## src/quad_interval_timer_peripheral_assert.svh

```systemverilog
// Assertion macros shared by the timer block.
// Each macro expands to one labeled concurrent assertion, or to nothing when SYNTH is set.
`ifndef QUAD_INTERVAL_TIMER_PERIPHERAL_ASSERT_SVH
`define QUAD_INTERVAL_TIMER_PERIPHERAL_ASSERT_SVH

`ifndef SYNTH

`define QITP_ASSERT_SAME(label, clk, rst_n, ante, cons) \
    label: assert property (@(posedge clk) disable iff (!rst_n) (ante) |-> (cons)) \
        else $error("same-cycle property failed");

`define QITP_ASSERT_NEXT(label, clk, rst_n, ante, cons) \
    label: assert property (@(posedge clk) disable iff (!rst_n) (ante) |=> (cons)) \
        else $error("next-cycle property failed");

`else

`define QITP_ASSERT_SAME(label, clk, rst_n, ante, cons)
`define QITP_ASSERT_NEXT(label, clk, rst_n, ante, cons)

`endif

`endif

```

## src/qitp_pkg.sv

```systemverilog
package qitp_pkg;

    localparam int NUM_TIMERS = 4;

    // Commands carried in the input tuser.
    localparam logic [1:0] CMD_TICK  = 2'd0;
    localparam logic [1:0] CMD_READ  = 2'd1;
    localparam logic [1:0] CMD_WRITE = 2'd2;

    // Register map offsets.
    localparam logic [3:0] REG_CTRL0     = 4'd0;
    localparam logic [3:0] REG_CTRL1     = 4'd1;
    localparam logic [3:0] REG_CTRL2     = 4'd2;
    localparam logic [3:0] REG_CTRL3     = 4'd3;
    localparam logic [3:0] REG_CTRL4     = 4'd4;
    localparam logic [3:0] REG_INT       = 4'd5;
    localparam logic [3:0] REG_SELECT    = 4'd6;
    localparam logic [3:0] REG_WATCHDOG  = 4'd7;
    localparam logic [3:0] REG_RELOAD_LO = 4'd8;
    localparam logic [3:0] REG_RELOAD_HI = 4'd9;
    localparam logic [3:0] REG_PRESC_LO  = 4'd10;
    localparam logic [3:0] REG_PRESC_HI  = 4'd11;

    // Control bit masks.
    localparam logic [7:0] BIT_SOFT_RESET  = 8'h01;
    localparam logic [7:0] BIT_ACTIVE      = 8'h02;
    localparam logic [7:0] BIT_LATCH_PRESC = 8'h10;
    localparam logic [7:0] MASK_FIRED      = 8'h55;
    localparam logic [7:0] MASK_ENABLE     = 8'hAA;

    typedef logic [15:0] count_t;

    typedef struct packed {
        logic       irq;
        logic [7:0] read_data;
    } result_t;

endpackage

```

## src/quad_interval_timer_peripheral.sv

```systemverilog
// Quad interval timer peripheral.
//
// The input stream carries one item per transfer: s_tuser holds the command
// (tick, register read or register write) and s_tdata holds the register
// offset and the write byte. Every accepted item yields exactly one result
// transfer on the output stream, carrying the read byte and the irq flag.
//
// All work for an item is done in the cycle it is accepted: the timer state
// updates at that clock edge and the result lands in the output register, or
// in the skid register while the receiver stalls. The block accepts one item
// per cycle while the skid register is empty; the state update path
// (prescaler compare plus one 16-bit compare and increment per timer) is combinational.
//
// The output side has a register and a skid register. While the receiver
// stalls, one further item is still accepted into the skid stage; after that
// s_tready drops until the receiver takes a transfer again.
//
// Reset (rst_n low, asynchronous) clears every control byte, reload value,
// counter, running flag and the prescaler, and empties both output stages.
// A soft-reset write to control0 clears the same state, but control0 takes the written byte.
module quad_interval_timer_peripheral
(
    input  logic        clk,
    input  logic        rst_n,
    input  logic        s_tvalid,
    output logic        s_tready,
    input  logic [15:0] s_tdata,   // [3:0] reg_index, [11:4] write_data, [15:12] zero
    input  logic [1:0]  s_tuser,   // [1:0] command
    output logic        m_tvalid,
    input  logic        m_tready,
    output logic [15:0] m_tdata    // [7:0] read_data, [8] irq, [15:9] zero
);

    // Register file and timer state.
    logic [7:0] ctrl0_reg, ctrl0_next;
    logic [7:0] ctrl1_reg, ctrl1_next;
    logic [7:0] ctrl2_reg, ctrl2_next;
    logic [7:0] ctrl3_reg, ctrl3_next;
    logic [7:0] ctrl4_reg, ctrl4_next;
    logic [7:0] int_reg, int_next;
    logic [7:0] select_reg, select_next;
    logic [7:0] wdog_reg, wdog_next;
    logic [7:0] presc_lo_reg, presc_lo_next;
    logic [7:0] presc_hi_reg, presc_hi_next;

    qitp_pkg::count_t reload_reg [qitp_pkg::NUM_TIMERS];
    qitp_pkg::count_t reload_next [qitp_pkg::NUM_TIMERS];
    qitp_pkg::count_t count_reg [qitp_pkg::NUM_TIMERS];
    qitp_pkg::count_t count_next [qitp_pkg::NUM_TIMERS];
    logic [qitp_pkg::NUM_TIMERS-1:0] running_reg, running_next;

    qitp_pkg::count_t pdiv_reg, pdiv_next;
    qitp_pkg::count_t pcount_reg, pcount_next;

    // Output register and skid register.
    logic               out_valid_reg, out_valid_next;
    qitp_pkg::result_t  out_data_reg, out_data_next;
    logic               skid_valid_reg, skid_valid_next;
    qitp_pkg::result_t  skid_data_reg, skid_data_next;

    logic              accept;
    logic              drain;
    logic [1:0]        command;
    logic [3:0]        reg_index;
    logic [7:0]        write_data;
    qitp_pkg::result_t result;

    assign command    = s_tuser;
    assign reg_index  = s_tdata[3:0];
    assign write_data = s_tdata[11:4];

    assign s_tready = !skid_valid_reg;
    assign accept   = s_tvalid && s_tready;
    assign drain    = out_valid_reg && m_tready;

    assign m_tvalid = out_valid_reg;
    assign m_tdata  = {7'd0, out_data_reg};

    // Item processing: the state update and the result of the accepted item.
    always_comb
    begin
        logic scaled;
        logic use_scaled;

        ctrl0_next    = ctrl0_reg;
        ctrl1_next    = ctrl1_reg;
        ctrl2_next    = ctrl2_reg;
        ctrl3_next    = ctrl3_reg;
        ctrl4_next    = ctrl4_reg;
        int_next      = int_reg;
        select_next   = select_reg;
        wdog_next     = wdog_reg;
        presc_lo_next = presc_lo_reg;
        presc_hi_next = presc_hi_reg;
        reload_next   = reload_reg;
        count_next    = count_reg;
        running_next  = running_reg;
        pdiv_next     = pdiv_reg;
        pcount_next   = pcount_reg;
        result        = '0;
        scaled        = 1'b0;
        use_scaled    = 1'b0;

        if (accept)
        begin
            case (command)
                qitp_pkg::CMD_TICK:
                begin
                    if ((ctrl0_reg & qitp_pkg::BIT_ACTIVE) != 8'd0)
                    begin
                        scaled = (pcount_reg == pdiv_reg);
                        pcount_next = scaled ? 16'd0 : pcount_reg + 16'd1;
                        for (int t = 0; t < qitp_pkg::NUM_TIMERS; t++)
                        begin
                            use_scaled = ctrl2_reg[4 + t];
                            if (running_reg[t] && (!use_scaled || scaled))
                            begin
                                if (count_reg[t] >= reload_reg[t])
                                begin
                                    count_next[t] = 16'd0;
                                    if (int_reg[2 * t + 1])
                                    begin
                                        int_next[2 * t] = 1'b1;
                                        result.irq      = 1'b1;
                                    end
                                    if (ctrl3_reg[t])
                                    begin
                                        running_next[t] = 1'b0;
                                    end
                                end
                                else
                                begin
                                    count_next[t] = count_reg[t] + 16'd1;
                                end
                            end
                        end
                    end
                end

                qitp_pkg::CMD_READ:
                begin
                    unique case (reg_index)
                        qitp_pkg::REG_CTRL0:    result.read_data = ctrl0_reg;
                        qitp_pkg::REG_CTRL1:    result.read_data = ctrl1_reg;
                        qitp_pkg::REG_CTRL2:    result.read_data = ctrl2_reg;
                        qitp_pkg::REG_CTRL3:    result.read_data = ctrl3_reg;
                        qitp_pkg::REG_CTRL4:    result.read_data = ctrl4_reg;
                        qitp_pkg::REG_INT:      result.read_data = int_reg;
                        qitp_pkg::REG_SELECT:   result.read_data = select_reg;
                        qitp_pkg::REG_WATCHDOG: result.read_data = wdog_reg;
                        qitp_pkg::REG_PRESC_LO: result.read_data = presc_lo_reg;
                        qitp_pkg::REG_PRESC_HI: result.read_data = presc_hi_reg;
                        default:                result.read_data = 8'd0;
                    endcase
                end

                qitp_pkg::CMD_WRITE:
                begin
                    unique case (reg_index)
                        qitp_pkg::REG_CTRL0:
                        begin
                            // Soft reset clears all timer state before the byte is stored.
                            if ((write_data & qitp_pkg::BIT_SOFT_RESET) != 8'd0)
                            begin
                                ctrl1_next    = 8'd0;
                                ctrl2_next    = 8'd0;
                                ctrl3_next    = 8'd0;
                                ctrl4_next    = 8'd0;
                                int_next      = 8'd0;
                                select_next   = 8'd0;
                                wdog_next     = 8'd0;
                                presc_lo_next = 8'd0;
                                presc_hi_next = 8'd0;
                                running_next  = '0;
                                pdiv_next     = 16'd0;
                                pcount_next   = 16'd0;
                                for (int t = 0; t < qitp_pkg::NUM_TIMERS; t++)
                                begin
                                    reload_next[t] = 16'd0;
                                    count_next[t]  = 16'd0;
                                end
                            end
                            ctrl0_next = write_data;
                        end
                        qitp_pkg::REG_CTRL1:
                        begin
                            // Start wins over stop for the same timer.
                            for (int t = 0; t < qitp_pkg::NUM_TIMERS; t++)
                            begin
                                if (write_data[t])
                                    running_next[t] = 1'b1;
                                else if (write_data[4 + t])
                                    running_next[t] = 1'b0;
                            end
                            ctrl1_next = write_data;
                        end
                        qitp_pkg::REG_CTRL2:    ctrl2_next = write_data;
                        qitp_pkg::REG_CTRL3:    ctrl3_next = write_data;
                        qitp_pkg::REG_CTRL4:
                        begin
                            for (int t = 0; t < qitp_pkg::NUM_TIMERS; t++)
                            begin
                                if (write_data[t])
                                    count_next[t] = 16'd0;
                            end
                            if ((write_data & qitp_pkg::BIT_LATCH_PRESC) != 8'd0)
                            begin
                                pdiv_next   = {presc_hi_reg, presc_lo_reg};
                                pcount_next = 16'd0;
                            end
                            ctrl4_next = write_data & ~qitp_pkg::BIT_LATCH_PRESC;
                        end
                        qitp_pkg::REG_INT:
                        begin
                            // Fired bits are write-one-to-clear, enable bits follow the data.
                            int_next = (int_reg & qitp_pkg::MASK_FIRED
                                        & ~(write_data & qitp_pkg::MASK_FIRED))
                                       | (write_data & qitp_pkg::MASK_ENABLE);
                        end
                        qitp_pkg::REG_SELECT:   select_next = write_data;
                        qitp_pkg::REG_WATCHDOG: wdog_next   = write_data;
                        qitp_pkg::REG_RELOAD_LO:
                        begin
                            for (int t = 0; t < qitp_pkg::NUM_TIMERS; t++)
                            begin
                                if (select_reg == 8'(t))
                                    reload_next[t] = {reload_reg[t][15:8], write_data};
                            end
                        end
                        qitp_pkg::REG_RELOAD_HI:
                        begin
                            for (int t = 0; t < qitp_pkg::NUM_TIMERS; t++)
                            begin
                                if (select_reg == 8'(t))
                                    reload_next[t] = {write_data, reload_reg[t][7:0]};
                            end
                        end
                        qitp_pkg::REG_PRESC_LO: presc_lo_next = write_data;
                        qitp_pkg::REG_PRESC_HI: presc_hi_next = write_data;
                        // The value registers and the undefined offsets keep nothing readable.
                        default:
                        begin
                        end
                    endcase
                end

                default:
                begin
                end
            endcase
        end
    end

    // Output register with a skid stage behind it.
    always_comb
    begin
        out_valid_next  = out_valid_reg;
        out_data_next   = out_data_reg;
        skid_valid_next = skid_valid_reg;
        skid_data_next  = skid_data_reg;

        if (skid_valid_reg && drain)
        begin
            out_data_next   = skid_data_reg;
            skid_valid_next = 1'b0;
        end
        else if (accept)
        begin
            if (!out_valid_reg || drain)
            begin
                out_valid_next = 1'b1;
                out_data_next  = result;
            end
            else
            begin
                skid_valid_next = 1'b1;
                skid_data_next  = result;
            end
        end
        else if (drain)
        begin
            out_valid_next = 1'b0;
        end
    end

    always_ff @(posedge clk or negedge rst_n)
    begin
        if (!rst_n)
        begin
            ctrl0_reg      <= 8'd0;
            ctrl1_reg      <= 8'd0;
            ctrl2_reg      <= 8'd0;
            ctrl3_reg      <= 8'd0;
            ctrl4_reg      <= 8'd0;
            int_reg        <= 8'd0;
            select_reg     <= 8'd0;
            wdog_reg       <= 8'd0;
            presc_lo_reg   <= 8'd0;
            presc_hi_reg   <= 8'd0;
            running_reg    <= '0;
            pdiv_reg       <= 16'd0;
            pcount_reg     <= 16'd0;
            out_valid_reg  <= 1'b0;
            skid_valid_reg <= 1'b0;
            for (int t = 0; t < qitp_pkg::NUM_TIMERS; t++)
            begin
                reload_reg[t] <= 16'd0;
                count_reg[t]  <= 16'd0;
            end
        end
        else
        begin
            ctrl0_reg      <= ctrl0_next;
            ctrl1_reg      <= ctrl1_next;
            ctrl2_reg      <= ctrl2_next;
            ctrl3_reg      <= ctrl3_next;
            ctrl4_reg      <= ctrl4_next;
            int_reg        <= int_next;
            select_reg     <= select_next;
            wdog_reg       <= wdog_next;
            presc_lo_reg   <= presc_lo_next;
            presc_hi_reg   <= presc_hi_next;
            running_reg    <= running_next;
            pdiv_reg       <= pdiv_next;
            pcount_reg     <= pcount_next;
            out_valid_reg  <= out_valid_next;
            skid_valid_reg <= skid_valid_next;
            reload_reg     <= reload_next;
            count_reg      <= count_next;
        end
    end

    always_ff @(posedge clk)
    begin
        out_data_reg  <= out_data_next;
        skid_data_reg <= skid_data_next;
    end

`include "quad_interval_timer_peripheral_assert.svh"

    // The skid stage only fills behind a full output register.
    `QITP_ASSERT_SAME(a_skid_behind_out, clk, rst_n, skid_valid_reg, out_valid_reg)

    // A transfer taken while the receiver stalls a full output register goes to the skid stage.
    `QITP_ASSERT_NEXT(a_stall_fills_skid, clk, rst_n,
        accept && out_valid_reg && !m_tready, skid_valid_reg)

    // The prescaler counter never passes its divisor.
    `QITP_ASSERT_SAME(a_presc_bound, clk, rst_n, 1'b1, pcount_reg <= pdiv_reg)

    // A soft reset stops every timer and clears the prescaler.
    `QITP_ASSERT_NEXT(a_soft_reset, clk, rst_n,
        accept && command == qitp_pkg::CMD_WRITE && reg_index == qitp_pkg::REG_CTRL0
            && write_data[0],
        running_reg == '0 && pdiv_reg == 16'd0 && pcount_reg == 16'd0)

endmodule

```

## config.mk

```make
export PLATFORM = sky130hd
export DESIGN_NAME = quad_interval_timer_peripheral
export DESIGN_NICKNAME = d
export VERILOG_FILES = /design/src/qitp_pkg.sv /design/src/quad_interval_timer_peripheral.sv
export VERILOG_INCLUDE_DIRS = /design/src /design/src/src
export SDC_FILE = /design/constraint.sdc
export NUM_CORES = 1
export LEC_CHECK = 0
export ABC_AREA = 1
export BUFFER_PORTS_ARGS = -buffer_cell sky130_fd_sc_hd__buf_2
export CAP_MARGIN = 20
export CORE_MARGIN = 2
export CORE_UTILIZATION = 65
export DETAILED_ROUTE_END_ITERATION = 8
export GPL_TIMING_DRIVEN = 0
export PLACE_DENSITY = 0.9
export SETUP_SLACK_MARGIN = 0.2
export SYNTH_ARGS = -nofsm -noshare
export SYNTH_HDL_FRONTEND = slang
export SYNTH_SLANG_ARGS = --single-unit
```

## constraint.sdc

```tcl
create_clock -name clk -period 3.05 [get_ports clk]
set_input_delay 0.305 -clock clk [delete_from_list [all_inputs] [get_ports clk]]
set_output_delay 0.305 -clock clk [all_outputs]
set_load 0.005 [all_outputs]
```

==> flow_summary_export.csv <==
group,metric,value,unit
route,ant_nets,0,
synthesis,synth.area.mux_share,0.156,%
synthesis,ys_types,53,
cts,cts_root_buf,"clkbuf_16",
setup_path,worstSetupPathType,"reg -> reg",
synthesis,avgSynthCellArea,7.98,µm²
setup_path,required,3.50,ns
min_path,hold_class,"in -> reg",
placed_design,dp_hpwl,27300,µm
floorplan,die_height,153,µm
synthesis,synth_area,14400,µm²
cts,clockBufferDepth,3,
synthesis,synth.area.top_cells,"dfrtp_1, nand2_1, inv_1, ha_1, o21ai_0",
synthesis,yosys.area.top_type_share,42.5,%
floorplan,coreArea,21800,µm²
timing,setup_viol,0,
floorplan,num_io_pins,40,
setup_path,crit_path_max_fanout,10,
final_layout,syn2layout_area_growth,11.3,%
cts,htreeDepth,1,
timing,slew_viol_final,0,
timing,worst_pin_slew,0.914,ns
timing,slew_headroom,39.1,%
final_layout,nNetsFinal,1965,
global_route,grt_util_met1,43.7,%
job,max_cap_viol_count,0,
final_layout,final_common_cell,"nand2_1",
route,wl_per_cell,17.5,µm
route,vias_per_cell,6.03,
route,drt_iter0_markers,1389,
global_route,grt_pass1_vias,12800,
global_route,grt_usage,32.7,%
synthesis,synthCells,1808,
timing,finalCritPeriodShare,85.4,%
global_route,grt_max_degree,113,
power,vdd_drop_max,0.487,mV
synthesis,synth_compound_area_share,14.4,%
timing,rsz0062_at_grt,"false",
synthesis,seq_area_frac_synth,46.2,%
route,remaining_drc_errors,0,
cts,cts_tree,"done",
outcome,status,"finished clean",
synthesis,synth_top_family_by_area,"simple AND/OR/NAND/NOR gates",
global_route,grt_pass1_wl,62800,µm
floorplan,die_area,23400,µm²
synthesis,yosys.area_share.simple,22.9,%
synthesis,ys_async_sr_fraction,93.2,%
final_layout,drive_gt1_share,8.18,%
synthesis,synth_flop_cell,"dfrtp_1",
synthesis,synth-seq-cells,263,
timing,hold_ws,0.0834,ns
final_layout,most-common-layout-cells,"nand2_1, inv_1, dfrtp_1",
global_route,use_met3,5.13,%
setup_path,ff2ff_setup_slack,0.45,ns
final_layout,antenna_cells,0,
cts,clkSlewWorstSetupHoldPaths,0.06,ns
synthesis,synth-edff-count,18,
placed_design,globalplace.congestion,0.994,
synthesis,yosys_warnings,0,
placed_design,io_buffer_count,27,
synthesis,synth_xor_xnor_area_share,1.52,%
global_route,busiest_layer,"met2",
global_route,antenna_found_initial,0,
route,vias,13100,
floorplan,initial_utilization,66.1,%
setup_path,endpoint_kind,"flop",
route,drt_wl_total,38100,µm
setup_path,cp.arrival,3.05,ns
timing,layout_min_cycle_time,2.60,ns
synthesis,netlist.top_cell.by_area,"dfrtp_1",
final_layout,final_cells,2175,
floorplan,die_w,153,µm
timing,max_freq,384,MHz
timing,hold_violations,0,
placed_design,dp_cells,2123,
global_route,gr-total-overflow,0,
power,p_leak,7.60,nW
cts,post_cts_buffers,0,
cts,worstSkewPairLatency,0.56,ns
power,powerDensity,706,nW/µm²
timing,fin_skew,0.0240,ns
synthesis,yosys.area_share.adder,5.98,%
setup_path,cp-start-kind,"flop",
global_route,grt_use_met2,54.4,%
cts,cts_sinks,263,
cts,cts_buffers,28,
route,first_pass_iters,6,
floorplan,row_count,54,
## path summary, 6_finish.rpt
check	cells past startpoint	start	to
setup / recovery	10	skid_valid_reg	ctrl4_reg[2]
hold / removal	3	s_tvalid	m_tvalid
setup reg to reg	10	skid_valid_reg	ctrl4_reg[2]
hold reg to reg	2	reload_reg[6]	reload_reg[6]
max in group asynchronous	3	rst_n	count_reg[12]
min in group asynchronous	2	rst_n	ctrl1_reg[5]
## stage by stage
stage	cell area, µm²	power [W]	TNS, ns	utilization (%)	worst slack, ns
2_1_floorplan	14500	0.00652	0	-	1.11
3_3_place_gp	14900	0.00730	-613.77	68.5	-2.53
3_5_place_dp	15000	0.00747	0	68.8	0.410
4_1_cts	16100	0.0113	0	73.6	0.390
5_1_grt	16100	0.0119	0	73.6	0.243
6_report	16100	0.0113	0	73.6	0.446
## synthesized netlist by cell type (all sizes together) (3+ instances only)
cell	count
nand4	21
buf	31
clkbuf	16
nor2	134
nor4	12
dfrtp	245
o22ai	70
a2bb2oi	3
o21bai	4
a21oi	62
xor2	24
nor3b	7
nor3	49
o21a	6
nand2	437
clkinv	5
inv	265
o21ai	182
a31oi	5
ha	69
nand3	102
o31ai	18
edfxtp	18
a221oi	6
## layout make-up
| class | count | area (µm²) |
|---|---|---|
| Inverter | 270 | 1010 |
| Timing Repair Buffer | 30 | 210 |
| Clock buffer | 36 | 791 |
| Multi-Input combinational cell | 1234 | 6530 |
| Tap cell | 280 | 350 |
| Fill cell | 1520 | 5760 |
| Sequential cell | 263 | 6670 |
| Buffer | 47 | 248 |
| Clock inverter | 15 | 253 |
## power by group
part	internal [W]	switching (W)	leakage, nW	total, W
Sequential	0.00416	0.000437	3.36	0.00459
Combinational	0.000939	0.00202	3.72	0.00296
Clock	0.00234	0.00144	0.514	0.00378
## logic make-up (layout without fill, tap and decap cells)
logic type / Yosys count / count (layout)
AND/OR/NAND/NOR: 764 / 764
AO/OA/AOI/OAI: 367 / 367
multiplexers: 2 / 2
buffers and inverters: 317 / 398
flip-flops: 263 / 263
XOR/XNOR: 25 / 25
other: 1 / 7
adder cells (fa/ha/maj): 69 / 69
## layer usage
layer	part of all wire [%]	vias to the layer above
li1	-	6124
met5	0	-
met3	8.5	141
met2	47	685
met1	40	6166
met4	4.0	0
## critical path, cell delays in order (launching register included)
cell	delay (ns)
dfrtp_1	0.36
inv_1	0.11
nand2_2	0.13
nor2_1	0.29
buf_4	0.23
inv_1	0.06
nor2_2	0.26
nand2_1	0.18
buf_2	0.25
nand2_1	0.25
mux2_2	0.37
## what timing repair did
action	CTS	global route
hold buffers	1	0
resized for setup	0	1
endpoints found under the hold margin	54	0
endpoints found under the setup margin	0	1
No activity file was read; power rests on OpenSTA's default activity.
